**src/hw/rtl/apra_pkg.sv**
```systemverilog
package apra_pkg;

	localparam int HISTORY_DEPTH = 5;
	localparam int COUNT_BITS    = 12;

	localparam int HIST_IDX_BITS = (HISTORY_DEPTH > 1) ? $clog2(HISTORY_DEPTH) : 1;
	localparam int SUM_BITS      = COUNT_BITS + $clog2(HISTORY_DEPTH);

	localparam int LOCKOUT_W  = 16;
	localparam int WINDOW_W   = 24;
	localparam int OFFSET_W   = 16;
	localparam int GAIN_W     = 16;
	localparam int MINSUM_W   = 15;
	localparam int CFG_DATA_W = 24;
	localparam int CFG_IDX_W  = 3;
	localparam int SPEED_W    = 16;
	localparam int WCOUNT_W   = 12;
	localparam int CSUM_W     = 15;

	localparam int PRE_BITS  = SUM_BITS + 9;
	localparam int PROD_BITS = PRE_BITS + GAIN_W;
	localparam int CMP_W     = (SUM_BITS > MINSUM_W) ? SUM_BITS : MINSUM_W;
	localparam int FRAC_BITS = 16;

	localparam logic [COUNT_BITS-1:0] COUNT_MAX = '1;
	localparam logic [PROD_BITS:0]    ROUND_HALF = (PROD_BITS + 1)'(1) << (FRAC_BITS - 1);

	localparam logic [LOCKOUT_W-1:0] LOCKOUT_RST = LOCKOUT_W'(300);
	localparam logic [WINDOW_W-1:0]  WINDOW_RST  = WINDOW_W'(1000000);
	localparam logic [OFFSET_W-1:0]  OFFSET_RST  = OFFSET_W'(13889);
	localparam logic [GAIN_W-1:0]    GAIN_RST    = GAIN_W'(733);
	localparam logic [MINSUM_W-1:0]  MINSUM_RST  = MINSUM_W'(13);

	typedef enum logic [CFG_IDX_W-1:0] {
		REG_LOCKOUT = 3'd0,
		REG_WINDOW  = 3'd1,
		REG_OFFSET  = 3'd2,
		REG_GAIN    = 3'd3,
		REG_MINSUM  = 3'd4
	} reg_idx_t;

	typedef struct packed {
		logic [LOCKOUT_W-1:0] lockout_ticks;
		logic [WINDOW_W-1:0]  window_ticks;
		logic [OFFSET_W-1:0]  offset_q8;
		logic [GAIN_W-1:0]    gain_q16;
		logic [MINSUM_W-1:0]  min_sum;
	} cfg_t;

	typedef struct packed {
		logic                  fire;
		logic [COUNT_BITS-1:0] count;
		logic [SUM_BITS-1:0]   sum;
	} win_t;

	typedef struct packed {
		logic s2_valid;
		logic s3_valid;
	} pipe_stat_t;

endpackage

```
**src/hw/rtl/apra_window.sv**
```systemverilog
module apra_window (
	input  logic          clk,
	input  logic          arst_n,
	input  logic          tick,
	input  logic          edge_req,
	input  apra_pkg::cfg_t cfg,
	output apra_pkg::win_t win
);
	import apra_pkg::*;

	logic [LOCKOUT_W-1:0]  since_q;
	logic [WINDOW_W-1:0]   elapsed_q;
	logic [COUNT_BITS-1:0] pulse_q;
	logic [COUNT_BITS-1:0] hist_q [HISTORY_DEPTH];
	logic [SUM_BITS-1:0]   hist_sum_q;

	logic [LOCKOUT_W-1:0]  since_inc;
	logic                  counted;
	logic [COUNT_BITS-1:0] pulse_nxt;
	logic [WINDOW_W:0]     elapsed_inc;
	logic                  win_end;
	logic                  found;
	logic [HIST_IDX_BITS-1:0] fill_idx;

	assign since_inc   = (since_q == '1) ? since_q : since_q + 1'b1;
	assign counted     = edge_req && (since_inc >= cfg.lockout_ticks);
	assign pulse_nxt   = (counted && pulse_q != COUNT_MAX) ? pulse_q + 1'b1 : pulse_q;
	assign elapsed_inc = {1'b0, elapsed_q} + 1'b1;
	assign win_end     = elapsed_inc >= {1'b0, cfg.window_ticks};

	// first empty slot, lowest index wins
	always_comb begin
		found    = 1'b0;
		fill_idx = '0;
		for (int i = HISTORY_DEPTH - 1; i >= 0; i--) begin
			if (hist_q[i] == '0) begin
				found    = 1'b1;
				fill_idx = HIST_IDX_BITS'(i);
			end
		end
	end

	assign win.fire  = tick && win_end;
	assign win.count = pulse_nxt;
	assign win.sum   = found ? SUM_BITS'(pulse_nxt) * SUM_BITS'(HISTORY_DEPTH) : hist_sum_q;

	always_ff @(posedge clk or negedge arst_n) begin
		if (!arst_n) begin
			since_q    <= '1;
			elapsed_q  <= '0;
			pulse_q    <= '0;
			hist_sum_q <= '0;
			for (int i = 0; i < HISTORY_DEPTH; i++) begin
				hist_q[i] <= '0;
			end
		end else if (tick) begin
			since_q <= counted ? '0 : since_inc;
			if (win_end) begin
				elapsed_q <= '0;
				pulse_q   <= '0;
				if (found) begin
					hist_q[fill_idx] <= pulse_nxt;
					hist_sum_q       <= hist_sum_q + SUM_BITS'(pulse_nxt);
				end else begin
					for (int i = 0; i < HISTORY_DEPTH - 1; i++) begin
						hist_q[i] <= hist_q[i+1];
					end
					hist_q[HISTORY_DEPTH-1] <= pulse_nxt;
					hist_sum_q <= hist_sum_q - SUM_BITS'(hist_q[0]) + SUM_BITS'(pulse_nxt);
				end
			end else begin
				elapsed_q <= elapsed_inc[WINDOW_W-1:0];
				pulse_q   <= pulse_nxt;
			end
		end
	end

endmodule

```
**src/hw/rtl/apra_speed.sv**
```systemverilog
module apra_speed (
	input  logic                           clk,
	input  logic                           arst_n,
	input  apra_pkg::cfg_t                 cfg,
	input  logic                           in_valid,
	output logic                           in_ready,
	input  logic [apra_pkg::COUNT_BITS-1:0] in_count,
	input  logic [apra_pkg::SUM_BITS-1:0]   in_sum,
	output logic                           out_valid,
	input  logic                           out_ready,
	output logic [apra_pkg::SPEED_W-1:0]    out_speed,
	output logic [apra_pkg::COUNT_BITS-1:0] out_count,
	output logic [apra_pkg::SUM_BITS-1:0]   out_sum,
	output apra_pkg::pipe_stat_t           stat
);
	import apra_pkg::*;

	logic                  v_s2;
	logic [PROD_BITS-1:0]  prod_s2;
	logic                  below_s2;
	logic [COUNT_BITS-1:0] count_s2;
	logic [SUM_BITS-1:0]   sum_s2;

	logic                  v_s3;
	logic [SPEED_W-1:0]    speed_s3;
	logic [COUNT_BITS-1:0] count_s3;
	logic [SUM_BITS-1:0]   sum_s3;

	logic adv2;
	logic adv3;
	logic [PRE_BITS-1:0]            pre;
	logic [PROD_BITS-1:0]           prod;
	logic                           below;
	logic [PROD_BITS:0]             rnd;
	logic [PROD_BITS-FRAC_BITS:0]   shifted;
	logic                           sat;
	logic [SPEED_W-1:0]             speed;

	assign adv3     = !v_s3 || out_ready;
	assign adv2     = !v_s2 || adv3;
	assign in_ready = adv2;

	assign pre   = (PRE_BITS'(in_sum) << 8) + PRE_BITS'(cfg.offset_q8);
	assign prod  = PROD_BITS'(pre) * PROD_BITS'(cfg.gain_q16);
	assign below = CMP_W'(in_sum) < CMP_W'(cfg.min_sum);

	// round half up, then clamp to the q8.8 range; zero when the sum is below min_sum
	assign rnd     = {1'b0, prod_s2} + ROUND_HALF;
	assign shifted = rnd[PROD_BITS:FRAC_BITS];
	assign sat     = |shifted[PROD_BITS-FRAC_BITS:SPEED_W];
	assign speed   = below_s2 ? '0 : (sat ? '1 : shifted[SPEED_W-1:0]);

	always_ff @(posedge clk or negedge arst_n) begin
		if (!arst_n) begin
			v_s2 <= 1'b0;
			v_s3 <= 1'b0;
		end else begin
			if (adv2) begin
				v_s2 <= in_valid;
			end
			if (adv3) begin
				v_s3 <= v_s2;
			end
		end
	end

	always_ff @(posedge clk) begin
		if (adv2 && in_valid) begin
			prod_s2  <= prod;
			below_s2 <= below;
			count_s2 <= in_count;
			sum_s2   <= in_sum;
		end
		if (adv3 && v_s2) begin
			speed_s3 <= speed;
			count_s3 <= count_s2;
			sum_s3   <= sum_s2;
		end
	end

	assign out_valid     = v_s3;
	assign out_speed     = speed_s3;
	assign out_count     = count_s3;
	assign out_sum       = sum_s3;
	assign stat.s2_valid = v_s2;
	assign stat.s3_valid = v_s3;

endmodule

```
**src/hw/rtl/anemometer_pulse_rate_averager_unit.sv**
```systemverilog
// channel   dir  handshake            beat fields
// in        in   in_valid/in_ready    edge_req
// out       out  out_valid/out_ready  speed_q8, window_count, count_sum
// cfg       in   cfg_wr_en            cfg_index, cfg_data
//
// one tick beat is taken per cycle while in_ready is high; the debounce and window counters update in that cycle
// a window-end beat passes the window, multiply and round registers, where a stall can hold it, before the output
// up to three results can be buffered before in_ready drops
// reset clears the counters and history; the tick counter since the last edge starts saturated
// cfg writes take effect on the next cycle
module anemometer_pulse_rate_averager_unit (
	input  logic                                clk,
	input  logic                                arst_n,
	input  logic                                in_valid,
	output logic                                in_ready,
	input  logic                                edge_req,
	output logic                                out_valid,
	input  logic                                out_ready,
	output logic [apra_pkg::SPEED_W-1:0]        speed_q8,
	output logic [apra_pkg::WCOUNT_W-1:0]       window_count,
	output logic [apra_pkg::CSUM_W-1:0]         count_sum,
	input  logic                                cfg_wr_en,
	input  logic [apra_pkg::CFG_IDX_W-1:0]      cfg_index,
	input  logic [apra_pkg::CFG_DATA_W-1:0]     cfg_data
);
	import apra_pkg::*;

	cfg_t       cfg_q;
	win_t       win;
	logic       v_s1;
	logic [COUNT_BITS-1:0] count_s1;
	logic [SUM_BITS-1:0]   sum_s1;
	logic       spd_ready;
	logic       adv1;
	logic       tick;
	pipe_stat_t stat;
	logic [SPEED_W-1:0]    spd_speed;
	logic [COUNT_BITS-1:0] spd_count;
	logic [SUM_BITS-1:0]   spd_sum;

	always_ff @(posedge clk or negedge arst_n) begin
		if (!arst_n) begin
			cfg_q.lockout_ticks <= LOCKOUT_RST;
			cfg_q.window_ticks  <= WINDOW_RST;
			cfg_q.offset_q8     <= OFFSET_RST;
			cfg_q.gain_q16      <= GAIN_RST;
			cfg_q.min_sum       <= MINSUM_RST;
		end else if (cfg_wr_en) begin
			unique case (reg_idx_t'(cfg_index))
				REG_LOCKOUT: cfg_q.lockout_ticks <= cfg_data[LOCKOUT_W-1:0];
				REG_WINDOW:  cfg_q.window_ticks  <= cfg_data[WINDOW_W-1:0];
				REG_OFFSET:  cfg_q.offset_q8     <= cfg_data[OFFSET_W-1:0];
				REG_GAIN:    cfg_q.gain_q16      <= cfg_data[GAIN_W-1:0];
				REG_MINSUM:  cfg_q.min_sum       <= cfg_data[MINSUM_W-1:0];
				default: ;
			endcase
		end
	end

	assign adv1     = !v_s1 || spd_ready;
	assign in_ready = adv1;
	assign tick     = in_valid && in_ready;

	apra_window u_window (
		.clk      (clk),
		.arst_n   (arst_n),
		.tick     (tick),
		.edge_req (edge_req),
		.cfg      (cfg_q),
		.win      (win)
	);

	always_ff @(posedge clk or negedge arst_n) begin
		if (!arst_n) begin
			v_s1 <= 1'b0;
		end else if (adv1) begin
			v_s1 <= win.fire;
		end
	end

	always_ff @(posedge clk) begin
		if (adv1 && win.fire) begin
			count_s1 <= win.count;
			sum_s1   <= win.sum;
		end
	end

	apra_speed u_speed (
		.clk       (clk),
		.arst_n    (arst_n),
		.cfg       (cfg_q),
		.in_valid  (v_s1),
		.in_ready  (spd_ready),
		.in_count  (count_s1),
		.in_sum    (sum_s1),
		.out_valid (out_valid),
		.out_ready (out_ready),
		.out_speed (spd_speed),
		.out_count (spd_count),
		.out_sum   (spd_sum),
		.stat      (stat)
	);

	assign speed_q8     = spd_speed;
	assign window_count = WCOUNT_W'(spd_count);
	assign count_sum    = CSUM_W'(spd_sum);

`ifndef SYNTHESIS
	a_stall_only_when_full: assert property (@(posedge clk) disable iff (!arst_n)
		!in_ready |-> v_s1 && stat.s2_valid && out_valid)
		else $error("input stalled with a free pipeline slot");

	a_s1_holds: assert property (@(posedge clk) disable iff (!arst_n)
		v_s1 && !spd_ready |=> v_s1 && $stable(count_s1) && $stable(sum_s1))
		else $error("stage one beat lost while stalled");

	a_below_cutoff_zero: assert property (@(posedge clk) disable iff (!arst_n)
		out_valid && (CMP_W'(spd_sum) < CMP_W'(cfg_q.min_sum)) |-> speed_q8 == '0)
		else $error("speed not zero below cutoff");

	a_s3_fed: assert property (@(posedge clk) disable iff (!arst_n)
		$rose(out_valid) |-> $past(stat.s2_valid))
		else $error("output beat without a stage two beat");
`endif

endmodule

```
**config.mk**
```make
export PLATFORM = sky130hd
export DESIGN_NAME = anemometer_pulse_rate_averager_unit
export DESIGN_NICKNAME = d
export VERILOG_FILES = /design/src/hw/rtl/apra_pkg.sv /design/src/hw/rtl/apra_window.sv /design/src/hw/rtl/apra_speed.sv /design/src/hw/rtl/anemometer_pulse_rate_averager_unit.sv
export SDC_FILE = /design/constraint.sdc
export NUM_CORES = 2
export LEC_CHECK = 0
export BUFFER_PORTS_ARGS = -buffer_cell sky130_fd_sc_hd__buf_2
export CAP_MARGIN = 20
export CORE_MARGIN = 1
export CORE_UTILIZATION = 53
export CTS_BUF_LIST = sky130_fd_sc_hd__clkbuf_8 sky130_fd_sc_hd__clkbuf_16
export DETAILED_ROUTE_END_ITERATION = 7
export HOLD_SLACK_MARGIN = 0.1
export MAX_ROUTING_LAYER = met4
export PLACE_DENSITY_LB_ADDON = 0.3
export SYNTH_ARGS = -nofsm -noshare
export SYNTH_HDL_FRONTEND = slang
export SYNTH_HIERARCHICAL = 1
export SYNTH_SLANG_ARGS = --single-unit
```
**constraint.sdc**
```tcl
create_clock -name clk -period 7.25 [get_ports clk]
set_input_delay 0.725 -clock clk [delete_from_list [all_inputs] [get_ports clk]]
set_output_delay 0.725 -clock clk [all_outputs]
set_load 0.02 [all_outputs]
```
* After elaboration in Yosys (flattened, before gate mapping)
Index checks and enable logic that the tools add are counted.
** Word-level totals
- Logic and storage cells :: 97
- Flip-flop bits (word level) :: 355
- Output and inout bits :: 45
- Input port bits :: 33
** Cells by class
- Bitwise operators :: 1
- Eq/ne operators :: 6
- Add/sub/neg operators :: 8
- $mul :: 2
- $lt $le $gt $ge :: 5
- Muxes and demuxes :: 22
- Reductions and logical operators :: 27
** Operators with widths (count)
- $bwmux 60 :: 1
- $logic_not 12->1 :: 5
- $mux 60 :: 1
- $mux 16 :: 3
- $add 40x16->41 const B :: 1
- $mul 24x16->40 :: 1
- $demux 12 s3 :: 1
- $mux 12 :: 3
- $add 15x12->15 :: 2
- $mux 15 :: 2
- $add 24x1->25 const B :: 1
- $ge 25x24->1 :: 1
- $add 23x16->24 :: 1
- $mux 24 :: 1
- $add 16x1->16 const B :: 1
- $eq 16x16->1 const B :: 1
- $ge 16x16->1 :: 1
- $lt 15x15->1 :: 1
- $mul 12x3->15 const B :: 1
- $mux 3 :: 5
- $sub 15x12->15 :: 1
- $add 12x1->12 const B :: 1
- $ne 12x12->1 const B :: 1
- $reduce_and 2->1 :: 6
- 12 further kinds :: 28

* Depth between registers and ports, before layout
- Word-level depth :: 13
- Gate-level depth with buffers :: 33
- Depth with buffers taken out :: 31

* By module
Netlist, hierarchy kept.
** By module, submodules not included
- apra_speed :: cells each 1733, area each 16856.2 sq um, times used 1
- apra_window :: cells each 1161, area each 10162.2 sq um, times used 1
- anemometer_pulse_rate_averager_unit :: cells each 220, area each 4200.3 sq um, times used 1

* Least setup slack after synthesis
OpenSTA, ideal clock, no wires.
- Kind :: register to register
- From :: register cfg_q[40] in the netlist's numbering
- To :: register u_speed.prod_s2[32], data pin
- Setup slack :: -0.239 ns
- Stages on the path, launching flop included :: 30
- Path buffers :: 1
- Arrival time :: 7.227 ns
- Clock period less this slack :: 7.489 ns
- Setup time :: 0.262 ns
- Path through :: dfstp_2 inv_1 fa_1 nor2b_1 o21ai_1 a21boi_2 o21ai_2 a21boi_2 o21ai_2 a2111oi_4 buf_4 o21ai_0 fa_1 fa_1 fa_1 inv_1 fa_1 fa_1 inv_1 fa_1 inv_1 ha_1 a21oi_1 o21ai_0 a41oi_1 a21oi_1 a41o_1 o31ai_4 o21bai_1 xor2_1
** Between the ends
- Cells in the longest elaborated chain, start to end :: 2
** Ends and longest elaborated chain
- from (decl) :: RTL line anemometer_pulse_rate_averager_unit.sv:28 : cfg_t cfg_q;
- $add 23x16->24 :: RTL line apra_speed.sv:43 : assign pre = (PRE_BITS'(in_sum) << 8) + PRE_BITS'(cfg.offset_q8);
- $mul 24x16->40 :: RTL line apra_speed.sv:44 : assign prod = PROD_BITS'(pre) * PROD_BITS'(cfg.gain_q16);
- named net u_speed.prod[32] :: RTL line apra_speed.sv:32 : logic [PROD_BITS-1:0] prod;
- to (signal assigned) :: RTL line apra_speed.sv:69 : prod_s2 <= prod;
- to (decl) :: RTL line apra_speed.sv:19 : logic [PROD_BITS-1:0] prod_s2;
The timed path passes the listed nets, and every way through them passes these cells.
A chain may end at the register's enable or synchronous reset.

* Final worst setup path
- From :: register cfg_q[40] in the netlist's numbering
- To :: register u_speed.prod_s2[37], data pin
Same word-level chain as after synthesis.

==> metrics.md <==
| Metric | Value |
|---|---|
| Routed Antenna Nets | `0` |
| Overflow left after global routing | `0` |
| GRT Util Overall | `28.1%` |
| Instance area after placement | `~33000 µm²` |
| Endpoint kind of the worst setup timing path | `register` |
| Setup violations, final | `14` |
| Max-capacitance violation count | `0` |
| Slew at the pin closest to its max-slew limit | `around 1100 ps` |
| Post-synth net total | `3682` |
| Total clock buffers created by CTS | `38` |
| Total number of clock tree sinks | `340` |
| CP Buf/Inv Count | `7` |
| Non-Filler Cell Area, Final | `35300 µm²` |
| Initial core utilization | `a little over half` |
| Count of synthesis-stage warnings from yosys | `6` |
| Number of diodes added for antenna fixing | `0` |
| Per-instance average area after synthesis | `10.0 µm²` |
| Die Outline Area | `59800 µm²` |
| Share of post-route cells with drive strength above 1 | `19.8%` |
| Hold buffer count at CTS | `0` |
| Worst-case setup slack after placement | `-435 ps` |
| TritonRoute pass-1 iters | `5` |
| Filler-free cell count of the finished design | `about 4k` |
| Unrepaired setup endpoints after global routing | `yes` |
| Tightest slew margin relative to the limit | `24.2%` |
| Worst hold-check slack | `168 ps` |
| First-pass GRT wire length | `129000 µm` |
| Maximum fanout count along the critical path | `5` |
| CTS H-tree lvls | `2` |
| Commonest cells after routing, fill and taps aside | `474 x sky130_fd_sc_hd__inv_1, 333 x sky130_fd_sc_hd__nand2_1, 311 x sky130_fd_sc_hd__fa_1, 203 x sky130_fd_sc_hd__ha_1, 181 x sky130_fd_sc_hd__buf_4` |
| Reg-to-Reg End | `u_speed/prod_s2[37]` |
| Clock tree from TritonCTS | `yes` |
| Die extent in y | `245 µm` |
| Top Ports | `78` |
| Antenna violations before repair | `0` |
| Number of global-route vias before repair | `about 25k` |
| Placer's final routability congestion estimate | `0.940` |
| Pin count of the biggest net entering global routing | `approximately 110` |
| Via-to-Cell Ratio | `5.69` |
| Outcome | `finished with violations` |
| Later-pin clock latency in the skew report | `570 ps` |
| Number of remaining DRC errors | `0` |
| Clock edge transition at the registers on the reported setup and hold paths | `70 ps` |
| Critical path type | `register to register` |
| Port bufs | `77` |
| Worst-case clock buffer depth | `3` |
| Number of cells traversed by the worst register-to-register path | `30` |
| Clk root buf | `sky130_fd_sc_hd__clkbuf_16` |
| Slowest cell on the critical path | `sky130_fd_sc_hd__fa_1` |
| Worst hold path type | `primary input to async pin` |
| Top cell by count, worst path | `sky130_fd_sc_hd__fa_1` |
| Fraction of the cycle the final worst path needs | `104%` |
| CP Depth | `30` |
| R2r startpoint | `cfg_q[40]` |
| Detailed placement HPWL | `60600 µm` |
| Clock tree skew after final layout | `29.3 ps` |
| Number of rows created at floorplan | `88` |
| Maximum cell stage delay along the critical path | `roughly 550 ps` |
| Final Max Slew Viols | `0` |
| Failing checks | `negative setup slack` |
| Post-Route WL | `79600 µm` |
| Arrival time at the worst endpoint | `7850 ps` |
| Syn Std Cell Area | `31200 µm²` |
| Kind of start point of the critical path | `register` |
| FF-to-FF setup slack | `-310 ps` |
| Crit path max-delay family | `adder cells` |
| Wirelength per Cell | `19.5 µm` |
| Die X-Extent | `245 µm` |
| FMAX | `132 MHz` |
| Most common library cell in the layout ignoring fill and taps | `sky130_fd_sc_hd__inv_1` |
| Endpoints failing hold | `0` |
| Detailed router's first-iteration violation count | `1625` |
| Total via count after detailed routing | `23.3k` |
| Core area | `just under 60000 µm²` |
| CP required | `7540 ps` |
| Net count of the finished layout | `3860` |
| Count of placed standard cells including taps | `around 4.0k` |
| Worst Slack Setup Final | `-310 ps` |
| Synthesized instance count | `3112` |
| Min cycle time layout | `roughly 7600 ps` |
| Layout area overhead | `13.3%` |
## final cells by class
class | instances | area [µm²]
Fill cell | 4768 | 22600
Multi-Input combinational cell | 2157 | 20100
Sequential cell | 340 | 9180
Timing Repair Buffer | 271 | 1970
Inverter | 482 | 1810
Clock buffer | 41 | 1000
Tap cell | 765 | 957
Clock inverter | 28 | 312
## stage by stage
step	TNS, ps	utilization, %
2_1_floorplan	-13.3	-
3_3_place_gp	-5090	57.8
3_5_place_dp	-4230	57.8
4_1_cts	-2770	60.3
5_1_grt	-6810	61.0
6_report	-2820	61.0
## timing repair
| action | CTS | global route |
|---|---|---|
| endpoints found under the setup margin | 15 | 25 |
| setup buffers | 7 | 11 |
| resized for setup | 27 | 71 |
| pin swaps | 35 | 49 |
## worst reg2reg max path, delay by kind of cell (launching register included)
family	cells	cell delay, ps
compound gates	10	1440
xor+xnor	1	120
fa+ha+maj	8	3710
buf+inv	7	660
flops	1	540
mux	1	300
simple gates	3	500
## routing by layer
layer	wire length (µm)	global-route usage, %
met1	32000	34.0
met2	39400	47.3
met3	5100	4.29
met4	3120	10.9
met5	0	-
## state kept, by name (all words and copies together), names as in the netlist
register / count
u_speed/prod_s2: 25
u_speed/out_sum: 15
u_speed/v_s2: 1
u_window/elapsed_q: 24
u_speed/count_s2: 12
u_window/hist_sum_q: 15
sum_s1: 15
u_speed/sum_s2: 15
u_speed/out_valid: 1
u_speed/out_speed: 16
u_window/since_q: 16
v_s1: 1
u_speed/out_count: 12
u_window/pulse_q: 12
count_s1: 12
u_speed/below_s2: 1
u_window/hist_q: 60
cfg_q: 87
## how the worst max path moves through the flow
stage	from	end	slack [ps]
2_1_floorplan	sum_s1[0]	u_speed/prod_s2[32]	-10
3_3_place_gp	sum_s1[1]	u_speed/prod_s2[37]	-510
3_5_place_dp	sum_s1[0]	u_speed/prod_s2[37]	-430
4_1_cts	cfg_q[40]	u_speed/prod_s2[37]	-310
5_1_grt	cfg_q[40]	u_speed/prod_s2[32]	-590
6_report	cfg_q[40]	u_speed/prod_s2[37]	-310
Power is left out: the tool's default activity adds up to more than one toggle a clock period on the data nets, which glitch-free logic cannot reach.
